`src/rtl/jts_pkg.sv`:
```
// Shared types and constants for the joint target smoother.
// Used by every module of the block; no dependencies.
`default_nettype none

package jts_pkg;

    localparam int DEF_MAX_JOINTS = 8;
    localparam int DEF_NUM_ARMS   = 2;
    localparam int FIFO_DEPTH     = 4;

    // pi/180 in unsigned Q0.32
    localparam logic [26:0] DEG_TO_RAD_Q32 = 27'd74961321;

    localparam logic [16:0] RST_ALPHA    = 17'd19661;
    localparam logic [30:0] RST_MAX_STEP = 31'd655;
    localparam logic        RST_LIMIT_EN = 1'b1;
    localparam logic [15:0] RST_TIMEOUT  = 16'd100;
    localparam logic        RST_CONV_DEG = 1'b1;
    localparam logic        RST_FOLLOW   = 1'b0;

    typedef enum logic [2:0] {
        CFG_ALPHA    = 3'd0,
        CFG_MAX_STEP = 3'd1,
        CFG_LIMIT_EN = 3'd2,
        CFG_TIMEOUT  = 3'd3,
        CFG_CONV_DEG = 3'd4,
        CFG_FOLLOW   = 3'd5
    } t_cfg_idx;

    typedef enum logic {
        OP_TARGET = 1'b0,
        OP_TICK   = 1'b1
    } t_op;

    typedef struct packed {
        logic [16:0] alpha;
        logic [30:0] max_step;
        logic        limit_en;
        logic [15:0] timeout;
        logic        conv_deg;
        logic        follow;
    } t_cfg;

    typedef struct packed {
        t_op         op;
        logic        arm;
        logic [31:0] value;
        logic        last;
    } t_cmd;

    typedef enum logic [2:0] {
        ST_IDLE,
        ST_CP_RD,
        ST_CP_WR,
        ST_ARM,
        ST_RD,
        ST_MUL,
        ST_CLAMP,
        ST_SUM
    } t_back_state;

endpackage

`default_nettype wire

```
`src/rtl/joint_target_smoother.sv`:
```
// Joint target smoother top level: configuration registers, input stage,
// command queue and sequencer. Depends on jts_pkg, jts_front, jts_fifo, jts_back.
//
// Channels: target elements and ticks enter on the s-side stream (tuser[0] is
// the operation, tuser[1] the arm, tdata the Q16.16 angle, tlast ends a vector).
// Results leave on the m-side stream, one transaction per joint of each valid
// arm after a tick; tlast marks the final one of that tick.
// Configuration writes use the cfg channel (index, data); it is always ready
// and is to be written only while the block is idle, which the block itself
// does not enforce. A target element passes input staging and queueing before
// the sequencer takes it; the element that ends a vector adds a commit copy, a
// read and a write for each stored joint. A tick visits the arms in turn and,
// for each joint of each valid arm, reads, multiplies, clamps and sums through
// the stores. The sequencer takes no new command until it is back in idle.
// Reset: all arms invalid, counters and fill counts cleared; the stores hold
// no defined value until written.
// Receiver stall: the sequencer waits in its sum stage, the queue fills and
// s_tready drops; no transaction is lost.
`default_nettype none

module joint_target_smoother #(
    parameter int MAX_JOINTS = jts_pkg::DEF_MAX_JOINTS,
    parameter int NUM_ARMS   = jts_pkg::DEF_NUM_ARMS
) (
    input  wire         i_clk,
    input  wire         i_rst_n,
    input  wire         i_s_tvalid,
    output logic        o_s_tready,
    input  wire  [31:0] i_s_tdata,    // angle
    input  wire  [1:0]  i_s_tuser,    // operation, arm
    input  wire         i_s_tlast,    // last_element
    output logic        o_m_tvalid,
    input  wire         i_m_tready,
    output logic [31:0] o_m_tdata,    // position
    output logic [4:0]  o_m_tuser,    // out_arm, joint[2:0], follow
    output logic        o_m_tlast,    // last
    input  wire         i_cfg_valid,
    output logic        o_cfg_ready,
    input  wire  [2:0]  i_cfg_index,
    input  wire  [31:0] i_cfg_data
);
    import jts_pkg::*;

    t_cfg r_cfg;
    logic push_valid, push_ready, pop_valid, pop_ready;
    t_cmd push_cmd, pop_cmd;

    assign o_cfg_ready = 1'b1;

    always_ff @(posedge i_clk) begin
        if (!i_rst_n) begin
            r_cfg.alpha    <= RST_ALPHA;
            r_cfg.max_step <= RST_MAX_STEP;
            r_cfg.limit_en <= RST_LIMIT_EN;
            r_cfg.timeout  <= RST_TIMEOUT;
            r_cfg.conv_deg <= RST_CONV_DEG;
            r_cfg.follow   <= RST_FOLLOW;
        end else if (i_cfg_valid) begin
            case (i_cfg_index)
                CFG_ALPHA:    r_cfg.alpha    <= i_cfg_data[16:0];
                CFG_MAX_STEP: r_cfg.max_step <= i_cfg_data[30:0];
                CFG_LIMIT_EN: r_cfg.limit_en <= i_cfg_data[0];
                CFG_TIMEOUT:  r_cfg.timeout  <= i_cfg_data[15:0];
                CFG_CONV_DEG: r_cfg.conv_deg <= i_cfg_data[0];
                CFG_FOLLOW:   r_cfg.follow   <= i_cfg_data[0];
                default: begin
                end
            endcase
        end
    end

    jts_front #(
        .NUM_ARMS (NUM_ARMS)
    ) u_front (
        .i_clk        (i_clk),
        .i_rst_n      (i_rst_n),
        .i_cfg        (r_cfg),
        .i_s_tvalid   (i_s_tvalid),
        .o_s_tready   (o_s_tready),
        .i_s_tdata    (i_s_tdata),
        .i_s_tuser    (i_s_tuser),
        .i_s_tlast    (i_s_tlast),
        .o_push_valid (push_valid),
        .i_push_ready (push_ready),
        .o_push_cmd   (push_cmd)
    );

    jts_fifo u_fifo (
        .i_clk        (i_clk),
        .i_rst_n      (i_rst_n),
        .i_push_valid (push_valid),
        .o_push_ready (push_ready),
        .i_push_cmd   (push_cmd),
        .o_pop_valid  (pop_valid),
        .i_pop_ready  (pop_ready),
        .o_pop_cmd    (pop_cmd)
    );

    jts_back #(
        .MAX_JOINTS (MAX_JOINTS),
        .NUM_ARMS   (NUM_ARMS)
    ) u_back (
        .i_clk       (i_clk),
        .i_rst_n     (i_rst_n),
        .i_cfg       (r_cfg),
        .i_pop_valid (pop_valid),
        .o_pop_ready (pop_ready),
        .i_pop_cmd   (pop_cmd),
        .o_m_tvalid  (o_m_tvalid),
        .i_m_tready  (i_m_tready),
        .o_m_tdata   (o_m_tdata),
        .o_m_tuser   (o_m_tuser),
        .o_m_tlast   (o_m_tlast)
    );

endmodule

`default_nettype wire

```
`src/rtl/jts_front.sv`:
```
// Input stage: accepts stream transactions, converts degrees to radians when
// enabled, drops elements for absent arms. Depends on jts_pkg.
`default_nettype none

module jts_front #(
    parameter int NUM_ARMS = jts_pkg::DEF_NUM_ARMS
) (
    input  wire                i_clk,
    input  wire                i_rst_n,
    input  jts_pkg::t_cfg      i_cfg,
    input  wire                i_s_tvalid,
    output logic               o_s_tready,
    input  wire  [31:0]        i_s_tdata,   // angle
    input  wire  [1:0]         i_s_tuser,   // operation, arm
    input  wire                i_s_tlast,   // last_element
    output logic               o_push_valid,
    input  wire                i_push_ready,
    output jts_pkg::t_cmd      o_push_cmd
);
    import jts_pkg::*;

    logic               r_valid;
    logic signed [59:0] r_prod;
    logic [31:0]        r_angle;
    logic               r_conv;
    t_op                r_op;
    logic               r_arm;
    logic               r_last;

    logic signed [59:0] prod;
    logic               keep;
    logic               accept;

    assign prod   = $signed(i_s_tdata) * $signed({1'b0, DEG_TO_RAD_Q32});
    assign keep   = (r_op == OP_TICK) || ({31'b0, r_arm} < 32'(NUM_ARMS));
    assign o_push_valid = r_valid && keep;
    assign o_s_tready   = !r_valid || !keep || i_push_ready;
    assign accept       = i_s_tvalid && o_s_tready;

    always_comb begin
        o_push_cmd.op    = r_op;
        o_push_cmd.arm   = r_arm;
        o_push_cmd.last  = r_last;
        o_push_cmd.value = r_conv ? {{4{r_prod[59]}}, r_prod[59:32]} : r_angle;
    end

    always_ff @(posedge i_clk) begin
        if (!i_rst_n) begin
            r_valid <= 1'b0;
        end else if (accept) begin
            r_valid <= 1'b1;
        end else if (!keep || i_push_ready) begin
            r_valid <= 1'b0;
        end
    end

    always_ff @(posedge i_clk) begin
        if (accept) begin
            r_prod  <= prod;
            r_angle <= i_s_tdata;
            r_conv  <= i_cfg.conv_deg;
            r_op    <= t_op'(i_s_tuser[0]);
            r_arm   <= i_s_tuser[1];
            r_last  <= i_s_tlast;
        end
    end

endmodule

`default_nettype wire

```
`src/rtl/jts_fifo.sv`:
```
// Short command queue between the input stage and the sequencer.
// Depends on jts_pkg for the command type and depth.
`default_nettype none

module jts_fifo (
    input  wire                i_clk,
    input  wire                i_rst_n,
    input  wire                i_push_valid,
    output logic               o_push_ready,
    input  jts_pkg::t_cmd      i_push_cmd,
    output logic               o_pop_valid,
    input  wire                i_pop_ready,
    output jts_pkg::t_cmd      o_pop_cmd
);
    import jts_pkg::*;

    localparam int PW = $clog2(FIFO_DEPTH);

    t_cmd          r_mem [FIFO_DEPTH];
    logic [PW-1:0] r_wr_ptr;
    logic [PW-1:0] r_rd_ptr;
    logic [PW:0]   r_count;

    logic push;
    logic pop;

    assign o_push_ready = (r_count != (PW+1)'(FIFO_DEPTH));
    assign o_pop_valid  = (r_count != '0);
    assign o_pop_cmd    = r_mem[r_rd_ptr];
    assign push         = i_push_valid && o_push_ready;
    assign pop          = o_pop_valid && i_pop_ready;

    always_ff @(posedge i_clk) begin
        if (!i_rst_n) begin
            r_wr_ptr <= '0;
            r_rd_ptr <= '0;
            r_count  <= '0;
        end else begin
            if (push) begin
                r_wr_ptr <= r_wr_ptr + PW'(1);
            end
            if (pop) begin
                r_rd_ptr <= r_rd_ptr + PW'(1);
            end
            if (push && !pop) begin
                r_count <= r_count + (PW+1)'(1);
            end else if (pop && !push) begin
                r_count <= r_count - (PW+1)'(1);
            end
        end
    end

    always_ff @(posedge i_clk) begin
        if (push) begin
            r_mem[r_wr_ptr] <= i_push_cmd;
        end
    end

endmodule

`default_nettype wire

```
`src/rtl/jts_back.sv`:
```
// Sequencer: vector commit, per-tick EMA with optional slew clamp, result output register.
// Holds the position, target and shadow stores. Depends on jts_pkg.
`default_nettype none

module jts_back #(
    parameter int MAX_JOINTS = jts_pkg::DEF_MAX_JOINTS,
    parameter int NUM_ARMS   = jts_pkg::DEF_NUM_ARMS
) (
    input  wire                i_clk,
    input  wire                i_rst_n,
    input  jts_pkg::t_cfg      i_cfg,
    input  wire                i_pop_valid,
    output logic               o_pop_ready,
    input  jts_pkg::t_cmd      i_pop_cmd,
    output logic               o_m_tvalid,
    input  wire                i_m_tready,
    output logic [31:0]        o_m_tdata,   // position
    output logic [4:0]         o_m_tuser,   // out_arm, joint[2:0], follow
    output logic               o_m_tlast    // last
);
    import jts_pkg::*;

    localparam int CW    = $clog2(MAX_JOINTS + 1);
    localparam int JIW   = (MAX_JOINTS > 1) ? $clog2(MAX_JOINTS) : 1;
    localparam int DEPTH = NUM_ARMS * MAX_JOINTS;
    localparam int AW    = (DEPTH > 1) ? $clog2(DEPTH) : 1;
    localparam logic LAST_ARM = 1'(NUM_ARMS - 1);

    function automatic logic [AW-1:0] store_addr(input logic arm, input logic [CW-1:0] j);
        logic [AW:0] base;
        base = arm ? (AW+1)'(MAX_JOINTS) : '0;
        return AW'(base + (AW+1)'(j[JIW-1:0]));
    endfunction

    logic [31:0] mem_inc [DEPTH];
    logic [31:0] mem_tgt [DEPTH];
    logic [31:0] mem_cur [DEPTH];

    t_back_state r_state, n_state;
    logic [CW-1:0] r_fill   [NUM_ARMS];
    logic [CW-1:0] n_fill   [NUM_ARMS];
    logic [CW-1:0] r_jc     [NUM_ARMS];
    logic [CW-1:0] n_jc     [NUM_ARMS];
    logic          r_valid  [NUM_ARMS];
    logic          n_valid  [NUM_ARMS];
    logic          r_mism   [NUM_ARMS];
    logic          n_mism   [NUM_ARMS];
    logic [15:0]   r_ticks  [NUM_ARMS];
    logic [15:0]   n_ticks  [NUM_ARMS];
    logic          r_smooth [NUM_ARMS];
    logic          n_smooth [NUM_ARMS];
    logic          r_arm, n_arm;
    logic [CW-1:0] r_j, n_j;
    logic [CW-1:0] r_len, n_len;
    logic          r_first, n_first;

    logic [31:0]        r_inc_rd, r_tgt_rd, r_cur_rd;
    logic signed [31:0] r_cur, n_cur;
    logic signed [50:0] r_prod, n_prod;
    logic signed [34:0] r_step, n_step;

    logic        r_out_valid, n_out_valid;
    logic [31:0] r_out_pos, n_out_pos;
    logic [4:0]  r_out_user, n_out_user;
    logic        r_out_last, n_out_last;

    logic [AW-1:0] rd_addr;
    logic [AW-1:0] wr_addr;
    logic          we_inc, we_tgt, we_cur;
    logic [31:0]   wr_inc_data, wr_cur_data;

    logic               out_free;
    logic signed [32:0] diff;
    logic signed [34:0] step_raw, lim, sum_step;
    logic signed [35:0] sum;
    logic [31:0]        sat;
    logic               later_valid;
    logic [5:0]         j6;
    logic [CW-1:0]      fill_now;

    assign out_free   = !r_out_valid || i_m_tready;
    assign o_m_tvalid = r_out_valid;
    assign o_m_tdata  = r_out_pos;
    assign o_m_tuser  = r_out_user;
    assign o_m_tlast  = r_out_last;
    assign rd_addr    = store_addr(r_arm, r_j);

    assign diff     = $signed({r_tgt_rd[31], r_tgt_rd}) - $signed({r_cur_rd[31], r_cur_rd});
    assign step_raw = r_prod[50:16];
    assign lim      = $signed({4'b0, i_cfg.max_step});
    assign sum      = $signed({{4{r_cur[31]}}, r_cur}) + $signed({r_step[34], r_step});
    assign j6       = 6'(r_j);

    always_comb begin
        if (!sum[35] && (sum[34:31] != 4'b0000)) begin
            sat = 32'h7FFF_FFFF;
        end else if (sum[35] && (sum[34:31] != 4'b1111)) begin
            sat = 32'h8000_0000;
        end else begin
            sat = sum[31:0];
        end
    end

    always_comb begin
        sum_step = step_raw;
        if (i_cfg.limit_en) begin
            if (step_raw > lim) begin
                sum_step = lim;
            end else if (step_raw < -lim) begin
                sum_step = -lim;
            end
        end
    end

    always_comb begin
        later_valid = 1'b0;
        for (int a = 0; a < NUM_ARMS; a++) begin
            if ((1'(a) > r_arm) && r_valid[a]) begin
                later_valid = 1'b1;
            end
        end
    end

    always_comb begin
        n_state     = r_state;
        n_fill      = r_fill;
        n_jc        = r_jc;
        n_valid     = r_valid;
        n_mism      = r_mism;
        n_ticks     = r_ticks;
        n_smooth    = r_smooth;
        n_arm       = r_arm;
        n_j         = r_j;
        n_len       = r_len;
        n_first     = r_first;
        n_cur       = r_cur;
        n_prod      = r_prod;
        n_step      = r_step;
        n_out_valid = r_out_valid && !i_m_tready;
        n_out_pos   = r_out_pos;
        n_out_user  = r_out_user;
        n_out_last  = r_out_last;
        o_pop_ready = 1'b0;
        wr_addr     = rd_addr;
        we_inc      = 1'b0;
        we_tgt      = 1'b0;
        we_cur      = 1'b0;
        wr_inc_data = i_pop_cmd.value;
        wr_cur_data = r_inc_rd;
        fill_now    = r_fill[i_pop_cmd.arm];

        case (r_state)
            ST_IDLE: begin
                o_pop_ready = 1'b1;
                if (i_pop_valid) begin
                    if (i_pop_cmd.op == OP_TARGET) begin
                        if (fill_now < CW'(MAX_JOINTS)) begin
                            we_inc   = 1'b1;
                            wr_addr  = store_addr(i_pop_cmd.arm, fill_now);
                            fill_now = fill_now + CW'(1);
                        end
                        n_fill[i_pop_cmd.arm] = fill_now;
                        if (i_pop_cmd.last) begin
                            n_fill[i_pop_cmd.arm]  = '0;
                            n_ticks[i_pop_cmd.arm] = '0;
                            n_len   = fill_now;
                            n_arm   = i_pop_cmd.arm;
                            n_j     = '0;
                            n_first = !r_valid[i_pop_cmd.arm];
                            if (!r_valid[i_pop_cmd.arm]) begin
                                n_jc[i_pop_cmd.arm]    = fill_now;
                                n_valid[i_pop_cmd.arm] = 1'b1;
                                n_mism[i_pop_cmd.arm]  = 1'b0;
                            end else begin
                                n_mism[i_pop_cmd.arm] = (fill_now != r_jc[i_pop_cmd.arm]);
                            end
                            n_state = ST_CP_RD;
                        end
                    end else begin
                        for (int a = 0; a < NUM_ARMS; a++) begin
                            if (r_ticks[a] != 16'hFFFF) begin
                                n_ticks[a] = r_ticks[a] + 16'd1;
                            end
                            n_smooth[a] = (n_ticks[a] <= i_cfg.timeout) && !r_mism[a];
                        end
                        n_arm   = 1'b0;
                        n_state = ST_ARM;
                    end
                end
            end
            ST_CP_RD: begin
                n_state = ST_CP_WR;
            end
            ST_CP_WR: begin
                we_tgt = 1'b1;
                we_cur = r_first;
                n_j    = r_j + CW'(1);
                if (r_j == r_len - CW'(1)) begin
                    n_state = ST_IDLE;
                end else begin
                    n_state = ST_CP_RD;
                end
            end
            ST_ARM: begin
                if (r_valid[r_arm]) begin
                    n_j     = '0;
                    n_state = ST_RD;
                end else if (r_arm == LAST_ARM) begin
                    n_state = ST_IDLE;
                end else begin
                    n_arm = r_arm + 1'b1;
                end
            end
            ST_RD: begin
                n_state = ST_MUL;
            end
            ST_MUL: begin
                n_cur   = $signed(r_cur_rd);
                n_prod  = diff * $signed({1'b0, i_cfg.alpha});
                n_state = ST_CLAMP;
            end
            ST_CLAMP: begin
                n_step  = r_smooth[r_arm] ? sum_step : '0;
                n_state = ST_SUM;
            end
            ST_SUM: begin
                if (out_free) begin
                    we_cur      = 1'b1;
                    wr_cur_data = sat;
                    n_out_valid = 1'b1;
                    n_out_pos   = sat;
                    n_out_user  = {i_cfg.follow, j6[2:0], r_arm};
                    n_out_last  = 1'b0;
                    n_j         = r_j + CW'(1);
                    if (r_j == r_jc[r_arm] - CW'(1)) begin
                        if ((r_arm == LAST_ARM) || !later_valid) begin
                            n_out_last = 1'b1;
                            n_state    = ST_IDLE;
                        end else begin
                            n_arm   = r_arm + 1'b1;
                            n_state = ST_ARM;
                        end
                    end else begin
                        n_state = ST_RD;
                    end
                end
            end
            default: begin
                n_state = ST_IDLE;
            end
        endcase
    end

    always_ff @(posedge i_clk) begin
        if (!i_rst_n) begin
            r_state     <= ST_IDLE;
            r_out_valid <= 1'b0;
            r_arm       <= 1'b0;
            r_j         <= '0;
            r_len       <= '0;
            r_first     <= 1'b0;
            for (int a = 0; a < NUM_ARMS; a++) begin
                r_fill[a]   <= '0;
                r_jc[a]     <= '0;
                r_valid[a]  <= 1'b0;
                r_mism[a]   <= 1'b0;
                r_ticks[a]  <= '0;
                r_smooth[a] <= 1'b0;
            end
        end else begin
            r_state     <= n_state;
            r_out_valid <= n_out_valid;
            r_arm       <= n_arm;
            r_j         <= n_j;
            r_len       <= n_len;
            r_first     <= n_first;
            r_fill      <= n_fill;
            r_jc        <= n_jc;
            r_valid     <= n_valid;
            r_mism      <= n_mism;
            r_ticks     <= n_ticks;
            r_smooth    <= n_smooth;
        end
    end

    always_ff @(posedge i_clk) begin
        r_cur      <= n_cur;
        r_prod     <= n_prod;
        r_step     <= n_step;
        r_out_pos  <= n_out_pos;
        r_out_user <= n_out_user;
        r_out_last <= n_out_last;
    end

    always_ff @(posedge i_clk) begin
        r_inc_rd <= mem_inc[rd_addr];
        r_tgt_rd <= mem_tgt[rd_addr];
        r_cur_rd <= mem_cur[rd_addr];
        if (we_inc) begin
            mem_inc[wr_addr] <= wr_inc_data;
        end
        if (we_tgt) begin
            mem_tgt[wr_addr] <= r_inc_rd;
        end
        if (we_cur) begin
            mem_cur[wr_addr] <= wr_cur_data;
        end
    end

    a_out_from_sum: assert property (@(posedge i_clk) disable iff (!i_rst_n)
        $rose(r_out_valid) |-> $past(r_state) == ST_SUM)
        else $error("result loaded outside the sum stage");

    a_copy_bound: assert property (@(posedge i_clk) disable iff (!i_rst_n)
        r_state == ST_CP_RD |-> (r_len != '0) && (r_j < r_len))
        else $error("commit copy index out of range");

    for (genvar g = 0; g < NUM_ARMS; g++) begin : g_arm_chk
        a_jc_range: assert property (@(posedge i_clk) disable iff (!i_rst_n)
            r_valid[g] |-> (r_jc[g] != '0) && (r_jc[g] <= CW'(MAX_JOINTS)))
            else $error("valid arm with bad joint count");
    end

endmodule

`default_nettype wire

```
`config.mk`:
```
export PLATFORM = sky130hd
export DESIGN_NAME = joint_target_smoother
export DESIGN_NICKNAME = d
export VERILOG_FILES = /design/src/rtl/jts_pkg.sv /design/src/rtl/joint_target_smoother.sv /design/src/rtl/jts_front.sv /design/src/rtl/jts_fifo.sv /design/src/rtl/jts_back.sv
export SDC_FILE = /design/constraint.sdc
export NUM_CORES = 2
export LEC_CHECK = 0
export CAP_MARGIN = 20
export CORE_MARGIN = 1
export CORE_UTILIZATION = 25
export CTS_CLUSTER_DIAMETER = 200
export DETAILED_ROUTE_END_ITERATION = 8
export DONT_BUFFER_PORTS = 1
export GPL_TIMING_DRIVEN = 0
export SYNTH_ARGS = -nofsm -noshare
export SYNTH_HDL_FRONTEND = slang
export SYNTH_HIERARCHICAL = 1
export SYNTH_SLANG_ARGS = --single-unit
```
`constraint.sdc`:
```
create_clock -name i_clk -period 20.9 [get_ports i_clk]
set_input_delay 4.18 -clock i_clk [delete_from_list [all_inputs] [get_ports i_clk]]
set_output_delay 4.18 -clock i_clk [all_outputs]
set_load 0.02 [all_outputs]
```
==> Flow_metrics.wiki <==
{| class="wikitable"
! Metric !! Value
|-
| Sequential cell area || 61300 um^2
|-
| Std-Cell Rows || 257
|-
| CTS tree || done
|-
| Post-Route Skew || 123 ps
|-
| Floorplan Core Area || 490000 um^2
|-
| Synth Cell Area || 123000 um^2
|-
| Number of global-route vias before repair || 74000
|-
| Wire length of the first global-routing pass || 504000 um
|-
| Placed Instance Area || 133000 um^2
|-
| Most instantiated cells after synthesis || 1880 x sky130_fd_sc_hd__edfxtp_1, 1521 x sky130_fd_sc_hd__inv_1, 936 x sky130_fd_sc_hd__fa_1
|-
| Sort of element at the start of the critical path || flop
|-
| Post-route cell area || 141000 um^2
|-
| Number of H-tree branching levels || 4
|-
| Count of cell types in the netlist || 111
|-
| Hold bufs inserted after CTS || 0
|-
| Weighted congestion at the end of routability-driven global placement || 0.945
|-
| Worst setup path startpoint || u_back/r_tgt_rd[0]$_DFF_P_
|-
| Placed cells || 15400
|-
| Fill cell instance count of the final layout || 49400
|-
| DR iter-0 viols || 7004
|-
| Routed Wire Length || 345000 um
|-
| Hold violation total from the final report || 0
|-
| Die ar. || 495000 um^2
|-
| Die span in x || 704 um
|-
| Classification of the worst-slack hold path || reg2reg
|-
| Cell types occupying the most area after synthesis || sky130_fd_sc_hd__edfxtp_1 46%, sky130_fd_sc_hd__fa_1 15%, sky130_fd_sc_hd__mux4_2 9.3%, sky130_fd_sc_hd__ha_1 6.0%, sky130_fd_sc_hd__inv_1 4.6%
|-
| Clk buf depth || 4
|-
| Crit path kind || reg2reg
|-
| Post-synthesis simple-gate area fraction || 0.0647
|-
| Slew of the pin with the lowest slew margin || 1320 ps
|-
| Required time of the worst setup path || 21510 ps
|-
| Max-cap violation count || 0
|-
| Sequential fraction of the synthesis area || 0.498
|-
| Nets@finish || 10800
|-
| Setup Fix Bufs, Post-CTS || 0
|-
| Chip Height || 704 um
|-
| Worst slew margin || 0.121
|-
| Detail Placement HPWL || 260000 um
|-
| Synthesized Nets || 10400
|-
| Final total negative setup slack || 0 ps
|-
| Outcome || completed
|-
| Area of the multi-input gates || 55100 um^2
|-
| Maximum achievable frequency || 89.1 MHz
|-
| Max Transition Viols Final || 0
|-
| Portion of netlist area occupied by mux cells || 0.106
|-
| IO Pins || 116
|-
| Area share of fa/ha/maj cells after synthesis || 0.212
|-
| Mean Syn Cell Area || 13.9 um^2
|-
| CP Capture Type || flop
|-
| Total grt overflow || 0
|-
| Post-layout instance count excluding filler cells || 15800
|-
| First-pass iteration count of the detailed router || 8
|-
| Library cell occupying the most area in the post-synthesis netlist || sky130_fd_sc_hd__edfxtp_1
|-
| Insertion delay to the later sink of the worst-skew pair || 910 ps
|-
| Xor/xnor share of the synthesized area || 0.0164
|-
| Most used flip-flop cell after synthesis || sky130_fd_sc_hd__edfxtp_1
|-
| Number of enable flip-flop cells after synthesis || 1880
|-
| # resized after CTS || 0
|-
| Root buf cell || sky130_fd_sc_hd__clkbuf_16
|-
| Start of the worst register-to-register path || u_back/r_tgt_rd[0]$_DFF_P_
|-
| R2R Setup Slk || 9670 ps
|-
| Average via count per standard cell || 4.56
|-
| Fraction of final layout cells sized beyond drive strength 1 || 0.125
|-
| Most instantiated library cell after synthesis || sky130_fd_sc_hd__edfxtp_1
|-
| Min Tclk post-route || 11230 ps
|-
| Cell type with the highest occurrence count on the critical path || sky130_fd_sc_hd__fa_1
|-
| Area added between synthesis and finish || 14.4%
|-
| Maximum number of pins on one net before global-route repair || 42
|-
| Area fraction in compound gates after synthesis || 0.0447
|-
| Residual antenna-violating net count after detailed routing || 0
|-
| Port Buffers || 0
|-
| Syn. warnings || 6
|-
| FF+latch count, synth || 2121
|-
| Startpoint of the most critical hold path || u_back/r_cur_rd[20]$_DFF_P_
|-
| Area fraction of the dominant cell type after synthesis || 0.458
|-
| Number of buffers added by the clock tree synthesis step || 213
|-
| Starting utilization of the core area || 0.251
|-
| Period utilization || 0.537
|-
| Synth async-reset ratio || 0
|-
| Data arrival time at the worst-slack endpoint || 11840 ps
|-
| Per-cell routed wire length || 21.8 um
|-
| Longest individual stage delay on the worst path || 730 ps
|-
| Setup-violating endpoint count in the final report || 0
|-
| Clk sinks || 2121
|-
| Clock transition at the register clock pins on the worst setup and hold paths after CTS || 70 ps
|-
| Setup repair after global routing missed its margin || no
|-
| Residual DRC || 0
|-
| Main combinational cell family by area after synthesis || adder cells
|-
| Combined global-route utilization of all metal layers || 0.136
|-
| Antenna violations before repair || 31
|-
| Max stage delay cell, worst path || sky130_fd_sc_hd__xnor2_1
|-
| Synthesized instance count || 8837
|-
| Number of vias in the routed layout || 72300
|-
| CP max FO || 10
|}
## metal layers
layer  track usage  routed length [um]  vias up
li1              -                   -    31600
met1         0.182              144000    37300
met2         0.221              160000     2837
met3        0.0239               26600      551
met4        0.0486               13900       12
met5             0                  88        -
## placed cells by master, fill, tap and decap left out, types with 99 or more instances in the layout
master,count
sky130_fd_sc_hd__a21o_1,103
sky130_fd_sc_hd__a21oi_1,218
sky130_fd_sc_hd__and2_1,195
sky130_fd_sc_hd__clkbuf_1,300
sky130_fd_sc_hd__clkbuf_16,216
sky130_fd_sc_hd__dfxtp_1,241
sky130_fd_sc_hd__edfxtp_1,1880
sky130_fd_sc_hd__fa_1,936
sky130_fd_sc_hd__ha_1,591
sky130_fd_sc_hd__inv_1,1521
sky130_fd_sc_hd__mux2i_1,99
sky130_fd_sc_hd__mux4_2,510
sky130_fd_sc_hd__nand2_1,643
sky130_fd_sc_hd__nor2_1,220
sky130_fd_sc_hd__nor2b_1,108
sky130_fd_sc_hd__o21ai_0,130
sky130_fd_sc_hd__xnor2_1,164
## registers in the layout, summed over array words and instances, names as in the netlist, 32 cells and up, named ones only
signal	count
u_back/mem_cur	512
u_back/mem_inc	512
u_back/mem_tgt	512
u_fifo/r_mem	140
r_cfg	67
u_back/r_prod	35
u_back/r_step	35
u_back/o_m_tdata	32
u_back/r_cur	32
u_back/r_cur_rd	32
u_back/r_inc_rd	32
u_back/r_tgt_rd	32
u_back/r_ticks	32
## final cells by class
cell class,instances,area share
tap,6475,0.0575
clock buffer,265,0.0407
buffer,352,0.0106
clock inverter,115,0.00916
multi-input combinational,4841,0.391
inverter,1523,0.0406
timing repair buffer,139,0.0156
antenna,10,0.000178
sequential,2121,0.435
## cells by family (layout without fill, tap and decap cells)
logic type	count (synthesis)	count (layout)
and+or+nand+nor	1631	1631
AOI/OAI and AO/OA	803	803
buffers and inverters	1875	2394
adders and majority gates	1527	1527
DFF	2121	2121
muxes	652	652
xor gates and xnor gates	227	227
other	1	11
## stage by stage
step | setup WS [ps] | utilization | hold slack (ps)
floorplan | 10650 | - | 406
global placement | 9520 | 0.268 | 418
detailed placement | 9500 | 0.272 | 426
CTS | 9730 | 0.286 | 425
global route | 9260 | 0.288 | 433
finish | 9670 | 0.288 | 438
## worst max-delay path: cells and delay by family, from the launching register on
kind	cells	cell delay, ps
adder cells (fa/ha/maj)	9	3900
XOR/XNOR	2	1010
AO/OA/AOI/OAI	13	3600
flip-flops	1	460
AND/OR/NAND/NOR	5	820
buffers and inverters	7	1110
## final timing paths
| check | to | cells past startpoint |
|---|---|---|
| max | u_back/r_prod[43]$_DFFE_PP_ | 36 |
| max reg2reg | u_back/r_prod[43]$_DFFE_PP_ | 36 |
| min | u_back/r_cur[20]$_DFFE_PP_ | 0 |
| min reg2reg | u_back/r_cur[20]$_DFFE_PP_ | 0 |
Power is left out: the tool's default activity adds up to more than one toggle a clock period on the data nets, which glitch-free logic cannot reach.
